===== src/hw/rtl/tlcp_pkg.sv =====
// ----------------------------------------------------------------------------
// Tiled label collision placer package
// Shared widths, status codes, sequencer states and control structures.
// ----------------------------------------------------------------------------
package tlcp_pkg;

    localparam int GRID_COLUMNS_MAX_DEF = 16;
    localparam int GRID_ROWS_MAX_DEF    = 16;
    localparam int SLOTS_PER_TILE_DEF   = 8;
    localparam int TILE_PIXELS_LOG2_DEF = 7;

    localparam int CW  = 20;        // rotated corner, Q.4
    localparam int AXW = CW + 1;    // edge axis
    localparam int PRW = 2 * AXW;   // one product of a dot product
    localparam int DW  = PRW + 1;   // dot product
    localparam int PW  = DW + 1;    // origin plus squared length
    localparam int BW  = CW + 2;    // tile coordinate arithmetic

    localparam logic [1:0] CFG_TILES_ACROSS = 2'd0;
    localparam logic [1:0] CFG_TILES_DOWN   = 2'd1;
    localparam logic [1:0] CFG_PLACE_ALL    = 2'd2;

    localparam logic [4:0] DOT_NEW_FIRST  = 5'd0;
    localparam logic [4:0] DOT_NEW_LAST   = 5'd3;
    localparam logic [4:0] DOT_PAIR_FIRST = 5'd4;
    localparam logic [4:0] DOT_PAIR_LAST  = 5'd23;

    localparam logic [1:0] DOT_GRP_BOX    = 2'd0;
    localparam logic [1:0] DOT_GRP_S_ON_N = 2'd1;
    localparam logic [1:0] DOT_GRP_N_ON_S = 2'd2;

    typedef enum logic [2:0] {
        STATUS_PLACED   = 3'd0,
        STATUS_OFF      = 3'd1,
        STATUS_OVERLAP  = 3'd2,
        STATUS_FULL     = 3'd3,
        STATUS_CLEARED  = 3'd4
    } status_t;

    typedef enum logic [4:0] {
        S_IDLE, S_DECIDE, S_CMUL, S_CADD, S_BOUNDS, S_BCHK, S_NISSUE, S_NDRAIN,
        S_FILL_RD, S_FILL_CHK, S_SLOT_RD, S_SLOT_CHK, S_PISSUE, S_PDRAIN,
        S_PEVAL, S_ST_RD, S_ST_WR, S_FINISH
    } state_t;

    typedef struct packed {
        logic       load;
        logic       corner_mul;
        logic       corner_add;
        logic [1:0] corner_k;
        logic       bounds;
        logic       dot_go;
        logic [4:0] dot_op;
        logic       scan_first;
        logic       tile_step;
        logic       fill_rd;
        logic       slot_first;
        logic       slot_step;
        logic       slot_rd;
        logic       store_wr;
        logic       clear;
    } cmd_t;

    typedef struct packed {
        logic op_clear;
        logic off_screen;
        logic fill_zero;
        logic tile_full;
        logic slot_last;
        logic tile_last;
        logic both_upright;
        logic aa_overlap;
        logic sat_overlap;
    } stat_t;

endpackage


===== src/hw/rtl/tlcp_ctrl.sv =====
// ----------------------------------------------------------------------------
// Tiled label collision placer controller
// Sequences rotation, tile scan, pair tests and storage for one request.
// ----------------------------------------------------------------------------
module tlcp_ctrl import tlcp_pkg::*; (
    input  logic    aclk,
    input  logic    aresetn,
    input  logic    s_tvalid,
    output logic    s_tready,
    input  logic    place_all,
    input  logic    out_free,
    input  stat_t   stat,
    output cmd_t    cmd,
    output logic    emit,
    output status_t code
);

    state_t     state_reg, state_next;
    logic [1:0] k_reg, k_next;
    logic [4:0] j_reg, j_next;
    logic       full_reg, full_next;
    status_t    code_reg, code_next;
    logic       tile_done;
    logic       full_any;

    always_ff @(posedge aclk) begin
        if (!aresetn) begin
            state_reg <= S_IDLE;
            k_reg     <= '0;
            j_reg     <= '0;
            full_reg  <= 1'b0;
            code_reg  <= STATUS_PLACED;
        end else begin
            state_reg <= state_next;
            k_reg     <= k_next;
            j_reg     <= j_next;
            full_reg  <= full_next;
            code_reg  <= code_next;
        end
    end

    always_comb begin
        state_next   = state_reg;
        k_next       = k_reg;
        j_next       = j_reg;
        full_next    = full_reg;
        code_next    = code_reg;
        cmd          = '0;
        cmd.corner_k = k_reg;
        cmd.dot_op   = j_reg;
        emit         = 1'b0;
        s_tready     = 1'b0;
        tile_done    = 1'b0;
        full_any     = full_reg | stat.tile_full;
        unique case (state_reg)
            S_IDLE: begin
                s_tready = 1'b1;
                if (s_tvalid) begin
                    cmd.load   = 1'b1;
                    full_next  = 1'b0;
                    k_next     = '0;
                    state_next = S_DECIDE;
                end
            end
            S_DECIDE: begin
                if (stat.op_clear) begin
                    cmd.clear  = 1'b1;
                    code_next  = STATUS_CLEARED;
                    state_next = S_FINISH;
                end else if (place_all) begin
                    code_next  = STATUS_PLACED;
                    state_next = S_FINISH;
                end else begin
                    state_next = S_CMUL;
                end
            end
            S_CMUL: begin
                cmd.corner_mul = 1'b1;
                state_next     = S_CADD;
            end
            S_CADD: begin
                cmd.corner_add = 1'b1;
                k_next         = k_reg + 2'd1;
                state_next     = (k_reg == 2'd3) ? S_BOUNDS : S_CMUL;
            end
            S_BOUNDS: begin
                cmd.bounds = 1'b1;
                state_next = S_BCHK;
            end
            S_BCHK: begin
                if (stat.off_screen) begin
                    code_next  = STATUS_OFF;
                    state_next = S_FINISH;
                end else begin
                    cmd.scan_first = 1'b1;
                    j_next         = DOT_NEW_FIRST;
                    state_next     = S_NISSUE;
                end
            end
            S_NISSUE: begin
                cmd.dot_go = 1'b1;
                j_next     = j_reg + 5'd1;
                if (j_reg == DOT_NEW_LAST) begin
                    state_next = S_NDRAIN;
                end
            end
            S_NDRAIN: begin
                state_next = S_FILL_RD;
            end
            S_FILL_RD: begin
                cmd.fill_rd = 1'b1;
                state_next  = S_FILL_CHK;
            end
            S_FILL_CHK: begin
                full_next = full_any;
                if (stat.fill_zero) begin
                    tile_done = 1'b1;
                end else begin
                    cmd.slot_first = 1'b1;
                    state_next     = S_SLOT_RD;
                end
            end
            S_SLOT_RD: begin
                cmd.slot_rd = 1'b1;
                state_next  = S_SLOT_CHK;
            end
            S_SLOT_CHK: begin
                if (stat.both_upright) begin
                    if (stat.aa_overlap) begin
                        code_next  = STATUS_OVERLAP;
                        state_next = S_FINISH;
                    end else if (stat.slot_last) begin
                        tile_done = 1'b1;
                    end else begin
                        cmd.slot_step = 1'b1;
                        state_next    = S_SLOT_RD;
                    end
                end else begin
                    j_next     = DOT_PAIR_FIRST;
                    state_next = S_PISSUE;
                end
            end
            S_PISSUE: begin
                cmd.dot_go = 1'b1;
                j_next     = j_reg + 5'd1;
                if (j_reg == DOT_PAIR_LAST) begin
                    state_next = S_PDRAIN;
                end
            end
            S_PDRAIN: begin
                state_next = S_PEVAL;
            end
            S_PEVAL: begin
                if (stat.sat_overlap) begin
                    code_next  = STATUS_OVERLAP;
                    state_next = S_FINISH;
                end else if (stat.slot_last) begin
                    tile_done = 1'b1;
                end else begin
                    cmd.slot_step = 1'b1;
                    state_next    = S_SLOT_RD;
                end
            end
            S_ST_RD: begin
                cmd.fill_rd = 1'b1;
                state_next  = S_ST_WR;
            end
            S_ST_WR: begin
                cmd.store_wr = 1'b1;
                if (stat.tile_last) begin
                    code_next  = STATUS_PLACED;
                    state_next = S_FINISH;
                end else begin
                    cmd.tile_step = 1'b1;
                    state_next    = S_ST_RD;
                end
            end
            S_FINISH: begin
                if (out_free) begin
                    emit       = 1'b1;
                    state_next = S_IDLE;
                end
            end
            default: begin
                state_next = S_IDLE;
            end
        endcase
        if (tile_done) begin
            if (stat.tile_last) begin
                if (full_any) begin
                    code_next  = STATUS_FULL;
                    state_next = S_FINISH;
                end else begin
                    cmd.scan_first = 1'b1;
                    state_next     = S_ST_RD;
                end
            end else begin
                cmd.tile_step = 1'b1;
                state_next    = S_FILL_RD;
            end
        end
        code = code_reg;
    end

    a_emit_free: assert property (@(posedge aclk) disable iff (!aresetn)
        emit |-> out_free)
        else $error("result issued while the output register is occupied");

    a_store_not_full: assert property (@(posedge aclk) disable iff (!aresetn)
        cmd.store_wr |-> !full_reg && !stat.tile_full)
        else $error("store into a full tile");

    a_slot_in_fill: assert property (@(posedge aclk) disable iff (!aresetn)
        cmd.slot_rd |-> !stat.fill_zero)
        else $error("slot read from an empty tile");

    a_load_leaves_idle: assert property (@(posedge aclk) disable iff (!aresetn)
        cmd.load |=> state_reg == S_DECIDE)
        else $error("accepted beat did not start a request");

endmodule


===== config.mk =====
export PLATFORM = sky130hd
export DESIGN_NAME = tlcp_ctrl
export DESIGN_NICKNAME = d
export VERILOG_FILES = /design/src/hw/rtl/tlcp_pkg.sv /design/src/hw/rtl/tlcp_ctrl.sv
export SDC_FILE = /design/constraint.sdc
export NUM_CORES = 1
export LEC_CHECK = 0
export ABC_AREA = 1
export BUFFER_PORTS_ARGS = -buffer_cell sky130_fd_sc_hd__buf_2
export CAP_MARGIN = 0
export CORE_MARGIN = 4
export CORE_UTILIZATION = 55
export DETAILED_ROUTE_END_ITERATION = 12
export PLACE_DENSITY = 0.84
export REMOVE_ABC_BUFFERS = 1
export SLEW_MARGIN = 10
export SYNTH_ARGS = -nofsm -noshare
export SYNTH_HDL_FRONTEND = slang
export SYNTH_SLANG_ARGS = --single-unit

===== constraint.sdc =====
create_clock -name aclk -period 3.1 [get_ports aclk]
set_input_delay 0.775 -clock aclk [delete_from_list [all_inputs] [get_ports aclk]]
set_output_delay 0.775 -clock aclk [all_outputs]
set_load 0.02 [all_outputs]

==> flow_summary_export.csv, run 1 <==
group,metric,value,unit
die,coreArea,2300,sq um
worst_setup_path,crit_path_start_kind,"flop",
sta,drv_slew,0,
clock_network,cts-hold-fix-buffers,0,
place,pre_cts_ws,0.579,ns
routing,drtIter0Drc,78,
pwr,peakVddDrop,0.000515,V
clock_network,htreeDepth,1,
pwr,p_leak,0.000928,uW
logic_synthesis,synthCells,237,
logic_synthesis,synth_area,1390,sq um
routing,routed-via-count,1643,
pwr,power_density,539,nW/um^2
place,numPortBuffers,38,
place,postPlaceCellArea,1580,sq um
place,globalplace.congestion,0.990,
clock_network,clkSlewWorstSetupHoldPaths,0.10,ns
final_layout,syn2layout_area_growth,16.7,%
worst_setup_path,endpoint_kind,"output port",
final_layout,fin_nets,293,
final_layout,fill_cells,233,
routing,first_pass_iters,4,
sta,rsz0062_at_grt,"false",
die,io-pin-count,39,
final_layout,fin_area,1620,sq um
logic_synthesis,async_flop_share,0,
status,status,"finished clean",
sta,hold_viol_final,0,
global_routing,grt_pass1_wl,6.73,mm
logic_synthesis,ys_warn_count,0,
min_path,holdCritPathClass,"reg2reg",
clock_network,post_cts_buffers,0,
routing,drc,0,
final_layout,finalNonFillerCells,304,
sta,fin_crit,2.71,ns
sta,setup_violations,0,
global_routing,grt_pass1_vias,1504,
logic_synthesis,synth_edf_count,0,
die,start_util,0.604,
sta,post-route-period-util,0.874,
logic_synthesis,synth.avg_cell_area,5.85,sq um
sta,maxClockFrequency,369,MHz
final_layout,drive_above_1_share,0.217,
sta,setup_ws,0.390,ns
worst_setup_path,crit_fanout,11,
logic_synthesis,synth-seq-cells,16,
place,hpwlAfterDp,3.37,mm
die,die_h,58.2,um
sta,timing.slew.headroom,0.772,
logic_synthesis,synth.distinct_cells,30,
logic_synthesis,synth_top_flop_cell,"dfxtp_1",
job,cap_violations,0,
die,die-area,3390,sq um
die,core.rowCount,17,
worst_setup_path,critPathRequiredTime,2.32,ns
global_routing,overflow,0,
worst_setup_path,path_class,"reg2out",
clock_network,clock_latency,0.30,ns
die,die_w,58.2,um
logic_synthesis,synth-seq-area-share,0.231,
clock_network,numClockSinks,16,
worst_setup_path,crit_arrival,1.93,ns
clock_network,cts_tree,"done",
clock_network,cts_root_buffer,"clkbuf_4",
global_routing,grt_antenna_before_repair,0,
global_routing,grt_usage,0.257,
global_routing,grt_max_degree,12,
clock_network,cts_made_buffers,3,
clock_network,clockBufferDepth,2,
sta,finalClockSkew,0.00312,ns
logic_synthesis,yosysTopAreaCellShare,0.231,
routing,drtAntennaViolNets,0,
routing,wirelength,4.08,mm
routing,via_per_inst,5.40,
place,placed_cells,300,
routing,wl_per_cell,13.4,um
clock_network,ctsResizeCount,0,
final_layout,n_antenna_cell,0,
logic_synthesis,synth.largest_area_cell,"dfxtp_1",
logic_synthesis,synthTopCellsByArea,"dfxtp_1 23%, nand2_1 16%, nand3_1 9.7%",
logic_synthesis,yosysMostFrequentCell,"nand2_1",
sta,fin_setup_tns,0,ns
logic_synthesis,synth_common_cells,"60 x nand2_1, 35 x inv_1, 34 x nor2_1",
sta,worst_pin_slew,0.341,ns
[cell families (layout without fill, tap and decap cells)]
kind of cell / after synthesis / in the layout / share of synthesized area
buffers and inverters: 40 / 79 / 0.122
xor gates and xnor gates: 2 / 2 / 0.0126
DFF: 16 / 16 / 0.231
AOI/OAI and AO/OA: 30 / 30 / 0.123
adders and majority gates: 2 / 2 / 0.0180
and+or+nand+nor: 147 / 147 / 0.494
[critical path: stages, from the launching register on]
cell     delay [ns]
dfxtp_1        0.51
nand2_1        0.19
nor2_4         0.33
nand2_1        0.11
nand3_2        0.12
inv_1          0.07
o21ai_0        0.13
buf_2          0.18
[path summary, 6_finish.rpt]
check | slack [ns] | startpoint | depth (start not counted) | to
max reg2reg | 1.33 | state_reg[0] | 8 | state_reg[3]
max | 0.39 | state_reg[0] | 7 | cmd[6]
min | 0.49 | k_reg[1] | 2 | k_reg[1]
min reg2reg | 0.49 | k_reg[1] | 2 | k_reg[1]
[cell type report]
cell class              count  area (sq um)  share of cell area
clock buffers               4          36.3              0.0224
inverters                  37           139              0.0858
multi-input cells         181           898               0.555
flip-flops and latches     16           320               0.198
well taps                  28          35.0              0.0216
repair buffers             38           190               0.117
[metal layers]
metal  wire (um)  share of wire  track usage
met4         114          0.028        0.139
met3         374          0.092       0.0356
met1        1730           0.42        0.330
met5           0              0            0
met2        1860           0.46        0.411
[layout by cell type (no fill, tap or decap), drive strengths merged, types with 4 or more instances in the layout]
master and instances:
o21ai 10, a21oi 11, nand4 4, clkbuf 4
inv 37, nor2 42, nor3 4, o211ai 4
dfxtp 16, nand3 30, buf 38, nand2 64
[where the power goes]
part | leakage [uW] | internal (uW) | switching (uW)
Clock | 0.0000210 | 71.7 | 72.8
Combinational | 0.000777 | 138 | 319
Sequential | 0.000130 | 230 | 42.0
Total | 0.000928 | 440 | 433
[metrics by stage]
step | utilization | power, uW | hold WS, ns
6_report | 0.705 | 873 | 0.487
5_1_grt | 0.705 | 944 | 0.529
4_1_cts | 0.705 | 869 | 0.490
3_5_place_dp | 0.689 | 726 | 0.478
3_3_place_gp | 0.689 | 725 | 0.460
2_1_floorplan | - | 595 | 0.449
No activity file was read; power rests on OpenSTA's default activity.
==> inputs of run 2 (changes only) <==
CORE_UTILIZATION = 52   (was 55)
PLACE_DENSITY = 0.8   (was 0.84)
clock period = 2.85 ns   (was 3.1 ns; I/O delays follow)
==> flow_summary_export.csv, run 2 (synthesized netlist as in run 1, its figures left out) <==
group,metric,value,unit
status,status,"finished clean",
clock_network,clockBufferDepth,2,
pwr,power_density,582,nW/um^2
worst_setup_path,critPathRequiredTime,2.14,ns
job,cap_violations,0,
pwr,power_frac_seq,0.311,
final_layout,fin_util,0.649,
place,globalplace.congestion,0.933,
routing,drtIter0Drc,101,
pwr,peakVddDrop,0.000666,V
clock_network,clkSlewWorstSetupHoldPaths,0.09,ns
routing,wirelength,3.95,mm
worst_setup_path,crit_path_frequent_cell,"nand2_1",
clock_network,clock_latency,0.29,ns
die,start_util,0.555,
routing,drc,0,
pwr,cellInternalPower,478,uW
worst_setup_path,r2r_cells,8,
global_routing,grt_max_degree,12,
pwr,netSwitchingPower,465,uW
sta,hold_slack,0.484,ns
worst_setup_path,critPathMaxStageDelay,0.48,ns
worst_setup_path,timing.rr.end,"state_reg[3]",
global_routing,grt_pass1_vias,1486,
final_layout,final_common_cell,"nand2_1",
sta,post-route-period-util,0.922,
min_path,min_from,"k_reg[1]",
sta,hold_viol_final,0,
worst_setup_path,endpoint_kind,"output port",
worst_setup_path,cp_slowest_cell,"dfxtp_1",
pwr,p_leak,0.000928,uW
worst_setup_path,crit_chain,"nand2_1 > nor2_4 > nand2_1 > nand3_2 > inv_1 > o21ai_0 > buf_2",
clock_network,numClockSinks,16,
pwr,clkPwrFrac,0.163,
sta,fin_setup_tns,0,ns
worst_setup_path,crit_fanout,11,
final_layout,drive_above_1_share,0.217,
clock_network,cts-hold-fix-buffers,0,
global_routing,grt_pass1_wl,6.46,mm
global_routing,grt_antenna_before_repair,0,
die,die_w,59.7,um
final_layout,syn2layout_area_growth,16.9,%
min_path,hold_end,"k_reg[1]",
sta,finalClockSkew,0.00161,ns
clock_network,cts_root_buffer,"clkbuf_4",
final_layout,finalNonFillerCells,306,
min_path,holdPathStages,2,
die,die_h,59.7,um
worst_setup_path,path_class,"reg2out",
clock_network,cts_made_buffers,3,
clock_network,cts_tree,"done",
die,die-area,3560,sq um
place,numPortBuffers,38,
final_layout,n_antenna_cell,0,
routing,via_per_inst,5.37,
routing,first_pass_iters,4,
final_layout,fin_nets,293,
global_routing,overflow,0,
worst_setup_path,critPathLaunch,"state_reg[0]",
sta,setup_violations,0,
sta,timing.slew.headroom,0.764,
die,core.rowCount,18,
routing,routed-via-count,1642,
sta,fin_crit,2.63,ns
worst_setup_path,crit_path_start_kind,"flop",
sta,drv_slew,0,
routing,drtAntennaViolNets,0,
final_layout,mostFrequentLayoutCells,"60 x nand2_1, 38 x buf_2, 35 x inv_1",
place,placed_cells,302,
worst_setup_path,rr_startpoint,"state_reg[0]",
die,io-pin-count,39,
clock_network,post_cts_buffers,0,
global_routing,grt_usage,0.236,
clock_network,ctsResizeCount,0,
place,hpwlAfterDp,3.26,mm
die,coreArea,2500,sq um
worst_setup_path,crit_arrival,1.92,ns
worst_setup_path,r2r_slack,1.09,ns
pwr,switching_share,0.493,
clock_network,htreeDepth,1,
sta,worst_pin_slew,0.353,ns
sta,maxClockFrequency,380,MHz
pwr,comb_power_share,0.526,
min_path,holdCritPathClass,"reg2reg",
sta,rsz0062_at_grt,"false",
routing,wl_per_cell,12.9,um
run 2: cell counts in the layout (fill, tap and decap cells not counted):
Identical to the previous run, type by type.
run 2: critical path: cells and delay by family, from the launching register on:
| family | cells | cell delay (ns) |
|---|---|---|
| buffers and inverters | 2 | 0.26 |
| flip-flops | 1 | 0.48 |
| AND/OR/NAND/NOR | 4 | 0.73 |
| AO/OA/AOI/OAI | 1 | 0.15 |
run 2: layout make-up:
type / instances / area [sq um]
clock buffers: 4 / 36.3
fillers: 250 / 878
inverters: 37 / 139
multi-input cells: 181 / 898
flip-flops and latches: 16 / 320
well taps: 30 / 37.5
repair buffers: 38 / 190
run 2: how the worst max path moves through the flow:
stage	cells after the start	end	slack, ns
5_1_grt	7	cmd[6]	0.02
4_1_cts	7	cmd[6]	0.23
6_report	7	cmd[6]	0.22
3_5_place_dp	8	cmd[6]	0.45
3_3_place_gp	8	cmd[6]	0.47
2_1_floorplan	6	cmd[6]	0.54
run 2: power by group through the flow:
stage	Clock (uW)	Combinational, uW	Sequential [uW]
finish	154	496	293
global route	166	559	298
CTS	156	494	292
detailed placement	0	491	297
global placement	0	494	296
floorplan	0	352	295
run 2: metal layers:
layer	wire, um	track usage	vias to the layer above
met3	320	0.0173	11
met5	0	0	-
met1	1710	0.325	711
met4	116	0.114	0
li1	-	-	847
met2	1810	0.370	73
run 2: per-stage QoR:
stage / worst slack, ns / cell area (sq um) / total power [uW]
after floorplan: 0.540 / 1360 / 647
after global placement: 0.469 / 1590 / 790
after detailed placement: 0.447 / 1590 / 788
after CTS: 0.235 / 1620 / 941
after global routing: 0.0218 / 1620 / 1020
final: 0.222 / 1620 / 943
